<file path="src/rtl/aes_pkg.sv">
`default_nettype none
package aes_pkg;

  localparam int KeySlots = 15;
  localparam int SlotW = $clog2(KeySlots);

  typedef enum logic [1:0] {
    OP_LOAD    = 2'd0,
    OP_ENCRYPT = 2'd1,
    OP_DECRYPT = 2'd2,
    OP_NONE    = 2'd3
  } op_t;

  typedef enum logic [1:0] {
    ST_IDLE,
    ST_INIT,
    ST_ROUND,
    ST_DONE
  } state_t;

  localparam logic [1:0] REG_KEY_LENGTH_MODE = 2'd0;

  // controller -> datapath
  typedef struct packed {
    logic       load_blk;   // take the input block and mark direction
    logic       rd_en;      // read round key slot
    logic [3:0] rd_slot;
    logic       do_init;    // state ^= key
    logic       do_round;   // one round with key
    logic       last;       // final round, no mix
    logic       out_load;   // move state to output register
  } dp_cmd_t;

  function automatic logic [7:0] xt(input logic [7:0] a);
    xt = {a[6:0], 1'b0} ^ (a[7] ? 8'h1b : 8'h00);
  endfunction

  function automatic logic [7:0] sbox(input logic [7:0] x);
    logic [7:0] t [256];
    t = '{
      8'h63,8'h7c,8'h77,8'h7b,8'hf2,8'h6b,8'h6f,8'hc5,8'h30,8'h01,8'h67,8'h2b,8'hfe,8'hd7,8'hab,8'h76,
      8'hca,8'h82,8'hc9,8'h7d,8'hfa,8'h59,8'h47,8'hf0,8'had,8'hd4,8'ha2,8'haf,8'h9c,8'ha4,8'h72,8'hc0,
      8'hb7,8'hfd,8'h93,8'h26,8'h36,8'h3f,8'hf7,8'hcc,8'h34,8'ha5,8'he5,8'hf1,8'h71,8'hd8,8'h31,8'h15,
      8'h04,8'hc7,8'h23,8'hc3,8'h18,8'h96,8'h05,8'h9a,8'h07,8'h12,8'h80,8'he2,8'heb,8'h27,8'hb2,8'h75,
      8'h09,8'h83,8'h2c,8'h1a,8'h1b,8'h6e,8'h5a,8'ha0,8'h52,8'h3b,8'hd6,8'hb3,8'h29,8'he3,8'h2f,8'h84,
      8'h53,8'hd1,8'h00,8'hed,8'h20,8'hfc,8'hb1,8'h5b,8'h6a,8'hcb,8'hbe,8'h39,8'h4a,8'h4c,8'h58,8'hcf,
      8'hd0,8'hef,8'haa,8'hfb,8'h43,8'h4d,8'h33,8'h85,8'h45,8'hf9,8'h02,8'h7f,8'h50,8'h3c,8'h9f,8'ha8,
      8'h51,8'ha3,8'h40,8'h8f,8'h92,8'h9d,8'h38,8'hf5,8'hbc,8'hb6,8'hda,8'h21,8'h10,8'hff,8'hf3,8'hd2,
      8'hcd,8'h0c,8'h13,8'hec,8'h5f,8'h97,8'h44,8'h17,8'hc4,8'ha7,8'h7e,8'h3d,8'h64,8'h5d,8'h19,8'h73,
      8'h60,8'h81,8'h4f,8'hdc,8'h22,8'h2a,8'h90,8'h88,8'h46,8'hee,8'hb8,8'h14,8'hde,8'h5e,8'h0b,8'hdb,
      8'he0,8'h32,8'h3a,8'h0a,8'h49,8'h06,8'h24,8'h5c,8'hc2,8'hd3,8'hac,8'h62,8'h91,8'h95,8'he4,8'h79,
      8'he7,8'hc8,8'h37,8'h6d,8'h8d,8'hd5,8'h4e,8'ha9,8'h6c,8'h56,8'hf4,8'hea,8'h65,8'h7a,8'hae,8'h08,
      8'hba,8'h78,8'h25,8'h2e,8'h1c,8'ha6,8'hb4,8'hc6,8'he8,8'hdd,8'h74,8'h1f,8'h4b,8'hbd,8'h8b,8'h8a,
      8'h70,8'h3e,8'hb5,8'h66,8'h48,8'h03,8'hf6,8'h0e,8'h61,8'h35,8'h57,8'hb9,8'h86,8'hc1,8'h1d,8'h9e,
      8'he1,8'hf8,8'h98,8'h11,8'h69,8'hd9,8'h8e,8'h94,8'h9b,8'h1e,8'h87,8'he9,8'hce,8'h55,8'h28,8'hdf,
      8'h8c,8'ha1,8'h89,8'h0d,8'hbf,8'he6,8'h42,8'h68,8'h41,8'h99,8'h2d,8'h0f,8'hb0,8'h54,8'hbb,8'h16};
    sbox = t[x];
  endfunction

  function automatic logic [7:0] inv_sbox(input logic [7:0] x);
    logic [7:0] t [256];
    t = '{
      8'h52,8'h09,8'h6a,8'hd5,8'h30,8'h36,8'ha5,8'h38,8'hbf,8'h40,8'ha3,8'h9e,8'h81,8'hf3,8'hd7,8'hfb,
      8'h7c,8'he3,8'h39,8'h82,8'h9b,8'h2f,8'hff,8'h87,8'h34,8'h8e,8'h43,8'h44,8'hc4,8'hde,8'he9,8'hcb,
      8'h54,8'h7b,8'h94,8'h32,8'ha6,8'hc2,8'h23,8'h3d,8'hee,8'h4c,8'h95,8'h0b,8'h42,8'hfa,8'hc3,8'h4e,
      8'h08,8'h2e,8'ha1,8'h66,8'h28,8'hd9,8'h24,8'hb2,8'h76,8'h5b,8'ha2,8'h49,8'h6d,8'h8b,8'hd1,8'h25,
      8'h72,8'hf8,8'hf6,8'h64,8'h86,8'h68,8'h98,8'h16,8'hd4,8'ha4,8'h5c,8'hcc,8'h5d,8'h65,8'hb6,8'h92,
      8'h6c,8'h70,8'h48,8'h50,8'hfd,8'hed,8'hb9,8'hda,8'h5e,8'h15,8'h46,8'h57,8'ha7,8'h8d,8'h9d,8'h84,
      8'h90,8'hd8,8'hab,8'h00,8'h8c,8'hbc,8'hd3,8'h0a,8'hf7,8'he4,8'h58,8'h05,8'hb8,8'hb3,8'h45,8'h06,
      8'hd0,8'h2c,8'h1e,8'h8f,8'hca,8'h3f,8'h0f,8'h02,8'hc1,8'haf,8'hbd,8'h03,8'h01,8'h13,8'h8a,8'h6b,
      8'h3a,8'h91,8'h11,8'h41,8'h4f,8'h67,8'hdc,8'hea,8'h97,8'hf2,8'hcf,8'hce,8'hf0,8'hb4,8'he6,8'h73,
      8'h96,8'hac,8'h74,8'h22,8'he7,8'had,8'h35,8'h85,8'he2,8'hf9,8'h37,8'he8,8'h1c,8'h75,8'hdf,8'h6e,
      8'h47,8'hf1,8'h1a,8'h71,8'h1d,8'h29,8'hc5,8'h89,8'h6f,8'hb7,8'h62,8'h0e,8'haa,8'h18,8'hbe,8'h1b,
      8'hfc,8'h56,8'h3e,8'h4b,8'hc6,8'hd2,8'h79,8'h20,8'h9a,8'hdb,8'hc0,8'hfe,8'h78,8'hcd,8'h5a,8'hf4,
      8'h1f,8'hdd,8'ha8,8'h33,8'h88,8'h07,8'hc7,8'h31,8'hb1,8'h12,8'h10,8'h59,8'h27,8'h80,8'hec,8'h5f,
      8'h60,8'h51,8'h7f,8'ha9,8'h19,8'hb5,8'h4a,8'h0d,8'h2d,8'he5,8'h7a,8'h9f,8'h93,8'hc9,8'h9c,8'hef,
      8'ha0,8'he0,8'h3b,8'h4d,8'hae,8'h2a,8'hf5,8'hb0,8'hc8,8'heb,8'hbb,8'h3c,8'h83,8'h53,8'h99,8'h61,
      8'h17,8'h2b,8'h04,8'h7e,8'hba,8'h77,8'hd6,8'h26,8'he1,8'h69,8'h14,8'h63,8'h55,8'h21,8'h0c,8'h7d};
    inv_sbox = t[x];
  endfunction

endpackage
`default_nettype wire

</file>
<file path="src/rtl/aes_ctrl.sv">
`default_nettype none
module aes_ctrl
  import aes_pkg::*;
(
  input  wire logic       clk,
  input  wire logic       rst_n,
  input  wire logic       in_fire,
  input  wire logic [1:0] in_op,
  input  wire logic [1:0] key_length_mode,
  input  wire logic       out_busy,
  output      logic       busy,
  output      dp_cmd_t    cmd
);
  state_t     state_r, state_nxt;
  logic       dec_r, dec_nxt;
  logic [3:0] cnt_r, cnt_nxt;   // rounds left
  logic [3:0] slot_r, slot_nxt; // next slot to read
  logic [3:0] nr;
  logic       start;

  assign nr = (key_length_mode == 2'd0) ? 4'd10 : (key_length_mode == 2'd1) ? 4'd12 : 4'd14;
  assign start = in_fire && (in_op == OP_ENCRYPT || in_op == OP_DECRYPT);
  assign busy = (state_r != ST_IDLE);

  always_ff @(posedge clk) begin
    if (!rst_n) begin
      state_r <= ST_IDLE;
      dec_r   <= 1'b0;
      cnt_r   <= '0;
      slot_r  <= '0;
    end else begin
      state_r <= state_nxt;
      dec_r   <= dec_nxt;
      cnt_r   <= cnt_nxt;
      slot_r  <= slot_nxt;
    end
  end

  // next state
  always_comb begin
    state_nxt = state_r;
    dec_nxt   = dec_r;
    cnt_nxt   = cnt_r;
    slot_nxt  = slot_r;
    unique case (state_r)
      ST_IDLE: begin
        if (start) begin
          state_nxt = ST_INIT;
          dec_nxt   = (in_op == OP_DECRYPT);
          cnt_nxt   = nr;
          slot_nxt  = (in_op == OP_DECRYPT) ? nr - 4'd1 : 4'd1;
        end
      end
      ST_INIT: begin
        state_nxt = ST_ROUND;
        slot_nxt  = dec_r ? slot_r - 4'd1 : slot_r + 4'd1;
      end
      ST_ROUND: begin
        cnt_nxt  = cnt_r - 4'd1;
        slot_nxt = dec_r ? slot_r - 4'd1 : slot_r + 4'd1;
        if (cnt_r == 4'd1) begin
          state_nxt = ST_DONE;
        end
      end
      ST_DONE: begin
        if (!out_busy) begin
          state_nxt = ST_IDLE;
        end
      end
      default: state_nxt = ST_IDLE;
    endcase
  end

  // outputs
  always_comb begin
    cmd = '0;
    unique case (state_r)
      ST_IDLE: begin
        cmd.load_blk = start;
        cmd.rd_en    = start;
        cmd.rd_slot  = (in_op == OP_DECRYPT) ? nr : 4'd0;
      end
      ST_INIT: begin
        cmd.do_init = 1'b1;
        cmd.rd_en   = 1'b1;
        cmd.rd_slot = slot_r;
      end
      ST_ROUND: begin
        cmd.do_round = 1'b1;
        cmd.last     = (cnt_r == 4'd1);
        cmd.rd_en    = (cnt_r != 4'd1);
        cmd.rd_slot  = slot_r;
      end
      ST_DONE: cmd.out_load = !out_busy;
      default: cmd = '0;
    endcase
  end
endmodule
`default_nettype wire

</file>
<file path="config.mk">
export PLATFORM = sky130hd
export DESIGN_NAME = aes_ctrl
export DESIGN_NICKNAME = d
export VERILOG_FILES = /design/src/rtl/aes_pkg.sv /design/src/rtl/aes_ctrl.sv
export SDC_FILE = /design/constraint.sdc
export NUM_CORES = 1
export LEC_CHECK = 0
export BUFFER_PORTS_ARGS = -buffer_cell sky130_fd_sc_hd__buf_2
export CAP_MARGIN = 0
export CELL_PAD_IN_SITES_DETAIL_PLACEMENT = 1
export CELL_PAD_IN_SITES_GLOBAL_PLACEMENT = 2
export CORE_MARGIN = 2
export CORE_UTILIZATION = 32
export DETAILED_ROUTE_END_ITERATION = 10
export PLACE_DENSITY_LB_ADDON = 0.1
export REMOVE_ABC_BUFFERS = 1
export SLEW_MARGIN = 0
export SYNTH_ARGS = -nofsm -noshare
export SYNTH_HDL_FRONTEND = slang
export SYNTH_SLANG_ARGS = --single-unit
export TNS_END_PERCENT = 50
</file>
<file path="constraint.sdc">
create_clock -name clk -period 3.72 [get_ports clk]
set_input_delay 1.116 -clock clk [delete_from_list [all_inputs] [get_ports clk]]
set_output_delay 1.116 -clock clk [all_outputs]
set_load 0.02 [all_outputs]
</file>
Word level (Yosys, flattened, before mapping):

Cells that the tools add are included.

* word-level logic and storage cells: 50
* bits in read-only memories: 0
* output and inout bits: 11
* memories: 0
* RAM bits: 0
* latch bits: 0
* register bits after elaboration: 11

* $add $sub $neg: 4
* reductions and logical operators: 13
* equal/unequal tests: 11
* $mul: 0
* div/mod/pow operators: 0
* $lt $le $gt $ge: 0
* shifts and indexed selects: 0
* multiplexer cells: 18
* bitwise gates (word level): 0

Operators with widths (count)
* $mux 4: 5
* $pmux 4 s2: 2
* $pmux 5 s3: 1
* $sub 4x1->4 const B: 3
* $mux 2: 5
* $pmux 2 s4: 1
* $eq 2x1->1 const B: 3
* $eq 2x2->1 const B: 3
* $ne 2x2->1 const B: 3
* $reduce_and 2->1: 3
* $reduce_bool 2->1: 3
* $add 4x1->4 const B: 1
* $eq 4x1->1 const B: 1
* $logic_not 2->1: 2
* $ne 4x1->1 const B: 1
* $mux 1: 3
* $mux 3: 1
* $reduce_and 3->1: 1
* $reduce_or 2->1: 1
* $logic_and 1x1->1: 1
* $logic_not 1->1: 1
* $logic_or 1x1->1: 1

Logic depth before layout (Yosys ltp):

Gate-level depths: netlist of the first run.

* word-level depth: 7
* depth in mapped cells: 8
* depth with buffers taken out: 6

Worst setup path after synthesis of the first run:

No wires, ideal clock.

* path kind: input port to output port
* start point: input in_op[0]
* end point: output cmd[8] (netlist name)
* path slack: 0.273 ns
* stages on the path: 6
* arrival: 2.331 ns
* data required time: 2.604 ns
* path buffers: 1
* cell sequence: inv_1 ha_1 and3b_1 clkbuf_1 a211oi_1 nor2_1

RTL lines
* start, declared: RTL line aes_ctrl.sv:8 `input wire logic [1:0] in_op,`
* end, declared: RTL line aes_ctrl.sv:12 `output dp_cmd_t cmd`

==> Implementation_results.wiki, run 1 <==
{| class="wikitable"
! Metric !! Value
|-
| Run status || complete, no violations
|-
| Post-route setup TNS || 0 ns
|-
| Critical-path maximum fanout || 5
|-
| Max capacitance violation total || 0
|-
| Reg2reg path depth || 6
|-
| Via density per instance || between 5 and 6
|-
| Count of hold buffers inserted by post-cts repair || 0
|-
| Detailed Route Iter0 Violations || 16
|-
| # IOs || 19
|-
| Via count || 822
|-
| Setup repair after global routing missed its margin || no
|-
| Post-CTS setup buffer count || 0
|-
| Starting density of the core || 0.3447
|-
| Signed area change from the synthesized netlist to the final layout || 15.40%
|-
| Transition at the pin with the smallest max-transition slack || 0.5696 ns
|-
| Clock buffer count from CTS || 3
|-
| Required time at the worst-slack endpoint || around 2.6 ns
|-
| Master cell of the clock root buffer || sky130_fd_sc_hd__clkbuf_4
|-
| Relative slew slack || 0.6203
|-
| Count of distinct cell types in the synthesized netlist || 34
|-
| Layout Skew || ~0.0053 ns
|-
| Post-Synthesis Cells || between 100 and 150
|-
| Startpoint type of the worst setup path || input pin
|-
| Achievable clock frequency || roughly 300 MHz
|-
| Most frequent cells after synthesis || 12 x sky130_fd_sc_hd__nor2_1, 11 x sky130_fd_sc_hd__dfxtp_1, 11 x sky130_fd_sc_hd__ha_1
|-
| Largest net degree at the start of global routing || 12
|-
| Kind of end point of the critical path || output pin
|-
| Antenna violations before repair || 0
|-
| Post-layout utilization of the core || 0.3978
|-
| Worst slack at placement || between 0.3 and 0.4 ns
|-
| Clock input transition at the sequential cells of the worst setup and hold paths || around 0.080 ns
|-
| Final weighted congestion in routability-driven placement || 0.7534
|-
| Worst setup path class || input pin to output pin
|-
| Leading post-synthesis cells by cell area || sky130_fd_sc_hd__dfxtp_1 25%, sky130_fd_sc_hd__ha_1 16%, sky130_fd_sc_hd__nor2_1 5.2%
|-
| Power Internal || approximately 0.00040 W
|-
| Ys Warns || 0
|-
| Overall routing resource usage || 0.1604
|-
| Fin crit share || 0.8954
|-
| Vias in the first global route || around 800
|-
| Global-route congestion overflow total || 0
|-
| Fraction of power consumed by sequential logic || 0.263
|-
| Count of placed standard cells in the final layout, fillers left out || ~160
|-
| NumNets Final || 146
|-
| Leading area contributor after synthesis || sky130_fd_sc_hd__dfxtp_1
|-
| Total iterations of the first detailed-routing run || 4
|-
| Summed instance area of the synthesized netlist || approximately 870 µm²
|-
| Synthesized flop and latch total || 11
|-
| CTS Sinks || 11
|-
| Antenna-violating nets left || 0
|-
| Mean instance size in the synthesized netlist || between 8 and 9 µm²
|-
| Number of cells on the worst hold path || 2
|-
| Clk network pwr share || 0.110
|-
| Placed cells || ~150
|-
| Final Critical Period || between 3 and 4 ns
|-
| Width of the die || approximately 56 µm
|-
| Highest ir drop seen on vdd || between 0.0004 and 0.0005 V
|-
| Number of inserted diodes || 0
|-
| Arrival time of data at the critical path endpoint || approximately 2.2 ns
|-
| WL per Instance || between 15 and 20 µm
|-
| Number of synthesized flops with an enable pin || 0
|-
| First-pass GRT wire length || 3988 µm
|-
| Half-perimeter wire length after placement || ~1800 µm
|-
| Bufs on Longest Clock Path || 2
|-
| Fraction of layout cells with a size suffix above 1 || 0.2320
|-
| Port bufs || 18
|-
| Remaining routing DRC violations || 0
|-
| Clock latency reported for the late side of the worst-skew pair || 0.27 ns
|-
| Hold Path Class || flop to flop
|-
| Most used standard cell by instance count after synthesis || sky130_fd_sc_hd__nor2_1
|-
| Static Leak || 0.4512 nW
|-
| Number of hold violations in the final report || 0
|-
| Setup Viol. Count Final || 0
|-
| Least setup slack across all paths after layout || just under 0.4 ns
|-
| H-tree level count || 1
|-
| Total core area || approximately 2500 µm²
|-
| Proportion of synthesized chip area in sequential cells || 0.2532
|-
| Logic gate share of total power || 0.628
|-
| Count of pins over their slew limit || 0
|-
| Number of rows in the core area || 18
|-
| Async set-or-reset flop fraction in the synthesized netlist || 0
|-
| Die height || roughly 56 µm
|-
| Post-layout power || 0.0007895 W
|-
| Switching part of the total || 0.4958
|-
| Power per cell area || 786.8 nW/µm²
|-
| Switching pwr || a little under 0.0004 W
|-
| Main flop type after synthesis || sky130_fd_sc_hd__dfxtp_1
|-
| Yosys top cell area share || 0.2532
|-
| Drt total wl || between 2000 and 2500 µm
|-
| Clock tree from TritonCTS || done
|-
| Die area || between 3000 and 4000 µm²
|-
| CTS resizes || 0
|}
## placed cells by master, fill, tap and decap left out, drive strengths merged, types with 3 or more instances in the layout
master / instances
dfxtp: 11
ha: 11
nand2: 5
nand2b: 5
inv: 9
a21oi: 10
nor3: 3
xnor2: 3
o21ai: 6
clkbuf: 4
nand3: 3
a311oi: 3
buf: 18
nor2: 12
## through the flow
stage                     area [µm²]  hold WS (ns)
final                           1003        0.5350
after CTS                       1003        0.5393
after detailed placement       977.2        0.5287
after global routing            1003        0.5731
after global placement         977.2        0.5027
after floorplan                849.6        0.4703
## logic make-up after synthesis
| group | Yosys count | synth area share |
|---|---|---|
| buf+inv | 14 | 0.06618 |
| fa+ha+maj | 12 | 0.1813 |
| mux | 3 | 0.03597 |
| xor+xnor | 3 | 0.03022 |
| compound gates | 25 | 0.1899 |
| simple gates | 39 | 0.2432 |
| flops | 11 | 0.2532 |
## final timing paths
| check | from | endpoint | slack, ns |
|---|---|---|---|
| max | in_op[0] | cmd[8] | 0.39 |
| min | slot_r[0] | slot_r[0] | 0.53 |
| max reg2reg | state_r[1] | cnt_r[1] | 1.81 |
| min reg2reg | slot_r[0] | slot_r[0] | 0.53 |
## state kept, by name (all words and copies together) (netlist names)
| register | flops |
|---|---|
| cnt_r | 4 |
| dec_r | 1 |
| state_r | 2 |
| slot_r | 4 |
## per-layer routing
layer | vias to the layer above | share of wire | wire length (µm) | global-route usage
met1 | 393 | 0.51 | 1208 | 0.2314
met3 | 2 | 0.043 | 102 | 0.04884
met2 | 18 | 0.44 | 1060 | 0.2387
li1 | 409 | - | - | -
met5 | - | 0 | 0 | 0
met4 | 0 | 0.0063 | 15 | 0.02381
## worst max-delay path, stage by stage
cell	delay [ns]
sky130_fd_sc_hd__buf_2	0.07
sky130_fd_sc_hd__inv_1	0.04
sky130_fd_sc_hd__ha_1	0.29
sky130_fd_sc_hd__and3b_1	0.33
sky130_fd_sc_hd__a211oi_1	0.08
sky130_fd_sc_hd__nor2_1	0.11
sky130_fd_sc_hd__buf_2	0.17
## final cells by class
class,count,area (µm²)
flip-flops and latches,11,220.2
clock buffers,4,26.28
inverters,10,37.54
well taps,30,37.54
multi-input cells,82,591.8
repair buffers,18,90.09
fillers,326,1519
## power groups by stage
stage                     Sequential, W  Clock (W)  Combinational [W]
after global placement         0.000206          0           0.000483
after CTS                      0.000207  0.0000893           0.000500
after global routing           0.000215  0.0000961           0.000551
final                          0.000207  0.0000865           0.000496
after detailed placement       0.000210          0           0.000496
after floorplan                0.000195          0           0.000368
Power figures use the tool's default switching activity.
==> inputs of run 2 (changes only) <==
- CELL_PAD_IN_SITES_GLOBAL_PLACEMENT: 2 -> 1
- CORE_UTILIZATION: 32 -> 41
- RECOVER_POWER: default -> 50
==> run 2 against run 1 <==
Non-clock buffer count stayed put. Sequential cell count unchanged. Register-to-register slack worse by 0.11 ns. Sequential share of layout area increased by 0.31 points. Largest cell class unchanged. Clock power is 2.7% lower. Power shrank 2.1%. Global-route usage grew 3.2 points. Routed wire length fell by 8.6%.
==> Implementation_results.wiki, run 2 (same netlist as run 1, synthesis figures left out) <==
{| class="wikitable"
! Metric !! Value
|-
| Arrival time of data at the critical path endpoint || 2.24 ns (+0.03 ns)
|-
| # IOs || 19 (unchanged)
|-
| Achievable clock frequency || 297.9 MHz (-0.78%)
|-
| Hold Path Class || flop to flop
|-
| Logic gate share of total power || 0.624 (-0.004)
|-
| Slowest stage delay, CP || 0.29 ns (-0.04 ns)
|-
| Vias in the first global route || 820 (+2.6%)
|-
| Max capacitance violation total || 0 (unchanged)
|-
| Overall routing resource usage || 0.1922 (+0.03172)
|-
| Clock tree from TritonCTS || done
|-
| Kind of end point of the critical path || output pin
|-
| Final weighted congestion in routability-driven placement || 0.7928 (+5.2%)
|-
| Bufs on Longest Clock Path || 2 (unchanged)
|-
| H-tree level count || 1 (unchanged)
|-
| Fin crit share || 0.9024 (+0.007027)
|-
| Setup repair after global routing missed its margin || no
|-
| CTS Sinks || 11 (unchanged)
|-
| Final Critical Period || 3.357 ns (+0.02614 ns)
|-
| First-pass GRT wire length || 3615 µm (-9.4%)
|-
| Count of placed standard cells in the final layout, fillers left out || 152 (-1.9%)
|-
| Port bufs || 18 (unchanged)
|-
| Launch instance of the worst register-to-register path || state_r[0]
|-
| Number of rows in the core area || 16 (-2)
|-
| Via count || 808 (-1.7%)
|-
| NumNets Final || 146 (unchanged)
|-
| Transition at the pin with the smallest max-transition slack || 0.6342 ns (+0.06456 ns)
|-
| Post-layout utilization of the core || 0.4994 (+0.1016)
|-
| Clk network pwr share || 0.109 (about the same)
|-
| Starting density of the core || 0.4388 (+0.09402)
|-
| Hold path startpoint || cnt_r[0]
|-
| Relative slew slack || 0.5772 (-0.04304)
|-
| Post-route setup TNS || 0 ns (unchanged)
|-
| Setup Viol. Count Final || 0 (unchanged)
|-
| Master cell of the clock root buffer || sky130_fd_sc_hd__clkbuf_4
|-
| Remaining routing DRC violations || 0 (unchanged)
|-
| Switching part of the total || 0.4897 (-0.006084)
|-
| Power Internal || 0.0003943 W (-0.95%)
|-
| Total iterations of the first detailed-routing run || 4 (unchanged)
|-
| Half-perimeter wire length after placement || 1731 µm (-6.3%)
|-
| Placement Cell Area || 973.4 µm² (-0.38%)
|-
| Placed cells || 148 (-2.0%)
|-
| Die area || 2506 µm² (-20%)
|-
| Largest net degree at the start of global routing || 12 (unchanged)
|-
| Clock buffer count from CTS || 3 (unchanged)
|-
| Via density per instance || 5.316 (+0.24%)
|-
| Run status || complete, no violations
|-
| Drt total wl || 2182 µm (-8.6%)
|-
| WL per Instance || 14.36 µm (-6.8%)
|-
| CP Launch Point || in_op[0]
|-
| Die height || 50.06 µm (-11%)
|-
| Power per cell area || 780.7 nW/µm² (-0.77%)
|-
| Highest ir drop seen on vdd || 0.0003902 V (-7.7%)
|-
| Slowest stage cell on the critical path || sky130_fd_sc_hd__a211oi_1
|-
| Signed area change from the synthesized netlist to the final layout || 13.81%
|-
| Antenna-violating nets left || 0 (unchanged)
|-
| Fraction of layout cells with a size suffix above 1 || 0.2000 (-0.03200)
|-
| Largest regs || cnt_r x4, slot_r x4, state_r x2
|-
| Worst setup path class || input pin to output pin
|-
| Most common library cell in the layout ignoring fill and taps || sky130_fd_sc_hd__buf_2
|-
| Layout Skew || 0.0008014 ns (-0.004467 ns)
|-
| Count of pins over their slew limit || 0 (unchanged)
|-
| Antenna violations before repair || 0 (unchanged)
|-
| Global-route congestion overflow total || 0 (unchanged)
|-
| Number of hold violations in the final report || 0 (unchanged)
|-
| Post-CTS setup buffer count || 0 (unchanged)
|-
| CTS resizes || 0 (unchanged)
|-
| Fraction of power consumed by sequential logic || 0.267 (+0.004)
|-
| Width of the die || 50.06 µm (-11%)
|-
| Detailed Route Iter0 Violations || 14 (-2)
|-
| Static Leak || 0.4423 nW (-2.0%)
|-
| Total core area || 1982 µm² (-21%)
|-
| Critical-path maximum fanout || 5 (unchanged)
|-
| Count of hold buffers inserted by post-cts repair || 0 (unchanged)
|-
| Most Frequent Cell on Critical Path || sky130_fd_sc_hd__buf_2
|-
| Switching pwr || 0.0003784 W (-3.3%)
|-
| Clock latency reported for the late side of the worst-skew pair || 0.27 ns (about the same)
|-
| Post-layout instance area || 989.7 µm² (-1.4%)
|-
| Number of inserted diodes || 0 (unchanged)
|-
| Required time at the worst-slack endpoint || 2.60 ns (about the same)
|-
| Clock input transition at the sequential cells of the worst setup and hold paths || 0.07 ns (about the same)
|-
| Crit path cell chain || buf_2 > inv_1 > ha_1 > and3b_1 > a211oi_1 > nor2_1 > buf_2
|-
| Startpoint type of the worst setup path || input pin
|-
| Leading cell types in the layout, fill and taps excluded || 16 x sky130_fd_sc_hd__buf_2, 12 x sky130_fd_sc_hd__nor2_1, 11 x sky130_fd_sc_hd__ha_1, 11 x sky130_fd_sc_hd__dfxtp_1, 10 x sky130_fd_sc_hd__a21oi_1
|}
-- run 2: worst max-delay path: cells and delay by family --
family | cells | cell delay [ns]
AOI/OAI and AO/OA | 1 | 0.29
and+or+nand+nor | 2 | 0.28
buffers and inverters | 3 | 0.29
adders and majority gates | 1 | 0.27
-- run 2: worst paths after layout --
path,to,slack [ns],cells after the start
worst min-delay path,cnt_r[0],0.52,2
worst max-delay path,cmd[8],0.36,7
worst min register to register,cnt_r[0],0.52,2
worst max register to register,cnt_r[1],1.70,6
-- run 2: area by class of cell --
cell class	instances	area, µm²
Multi-Input combinational cell	82	584.3
Fill cell	247	992.2
Inverter	10	37.54
Sequential cell	11	220.2
Clock buffer	4	26.28
Tap cell	27	33.78
Timing Repair Buffer	18	87.58
-- run 2: layer usage --
metal | GRT usage | part of all wire
met5 | 0 | 0
met4 | 0.05556 | 0
met3 | 0.05455 | 0.041
met2 | 0.3465 | 0.52
met1 | 0.2156 | 0.44
-- run 2: power groups by stage --
stage / combinational, W / sequential (W) / clock [W]
after floorplan: 0.000368 / 0.000195 / 0
after global placement: 0.000478 / 0.000207 / 0
after detailed placement: 0.000487 / 0.000211 / 0
after CTS: 0.000494 / 0.000208 / 0.0000882
after global routing: 0.000531 / 0.000215 / 0.0000940
final: 0.000482 / 0.000207 / 0.0000842
-- run 2: metrics by stage --
| stage | hold WS, ns | worst slack (ns) | power, W |
|---|---|---|---|
| 2_1_floorplan | 0.4703 | 0.3853 | 0.0005631 |
| 5_1_grt | 0.5427 | 0.3146 | 0.0008404 |
| 4_1_cts | 0.5252 | 0.3558 | 0.0007899 |
| 3_5_place_dp | 0.5149 | 0.3673 | 0.0006982 |
| 3_3_place_gp | 0.5013 | 0.3874 | 0.0006845 |
| 6_report | 0.5169 | 0.3630 | 0.0007727 |
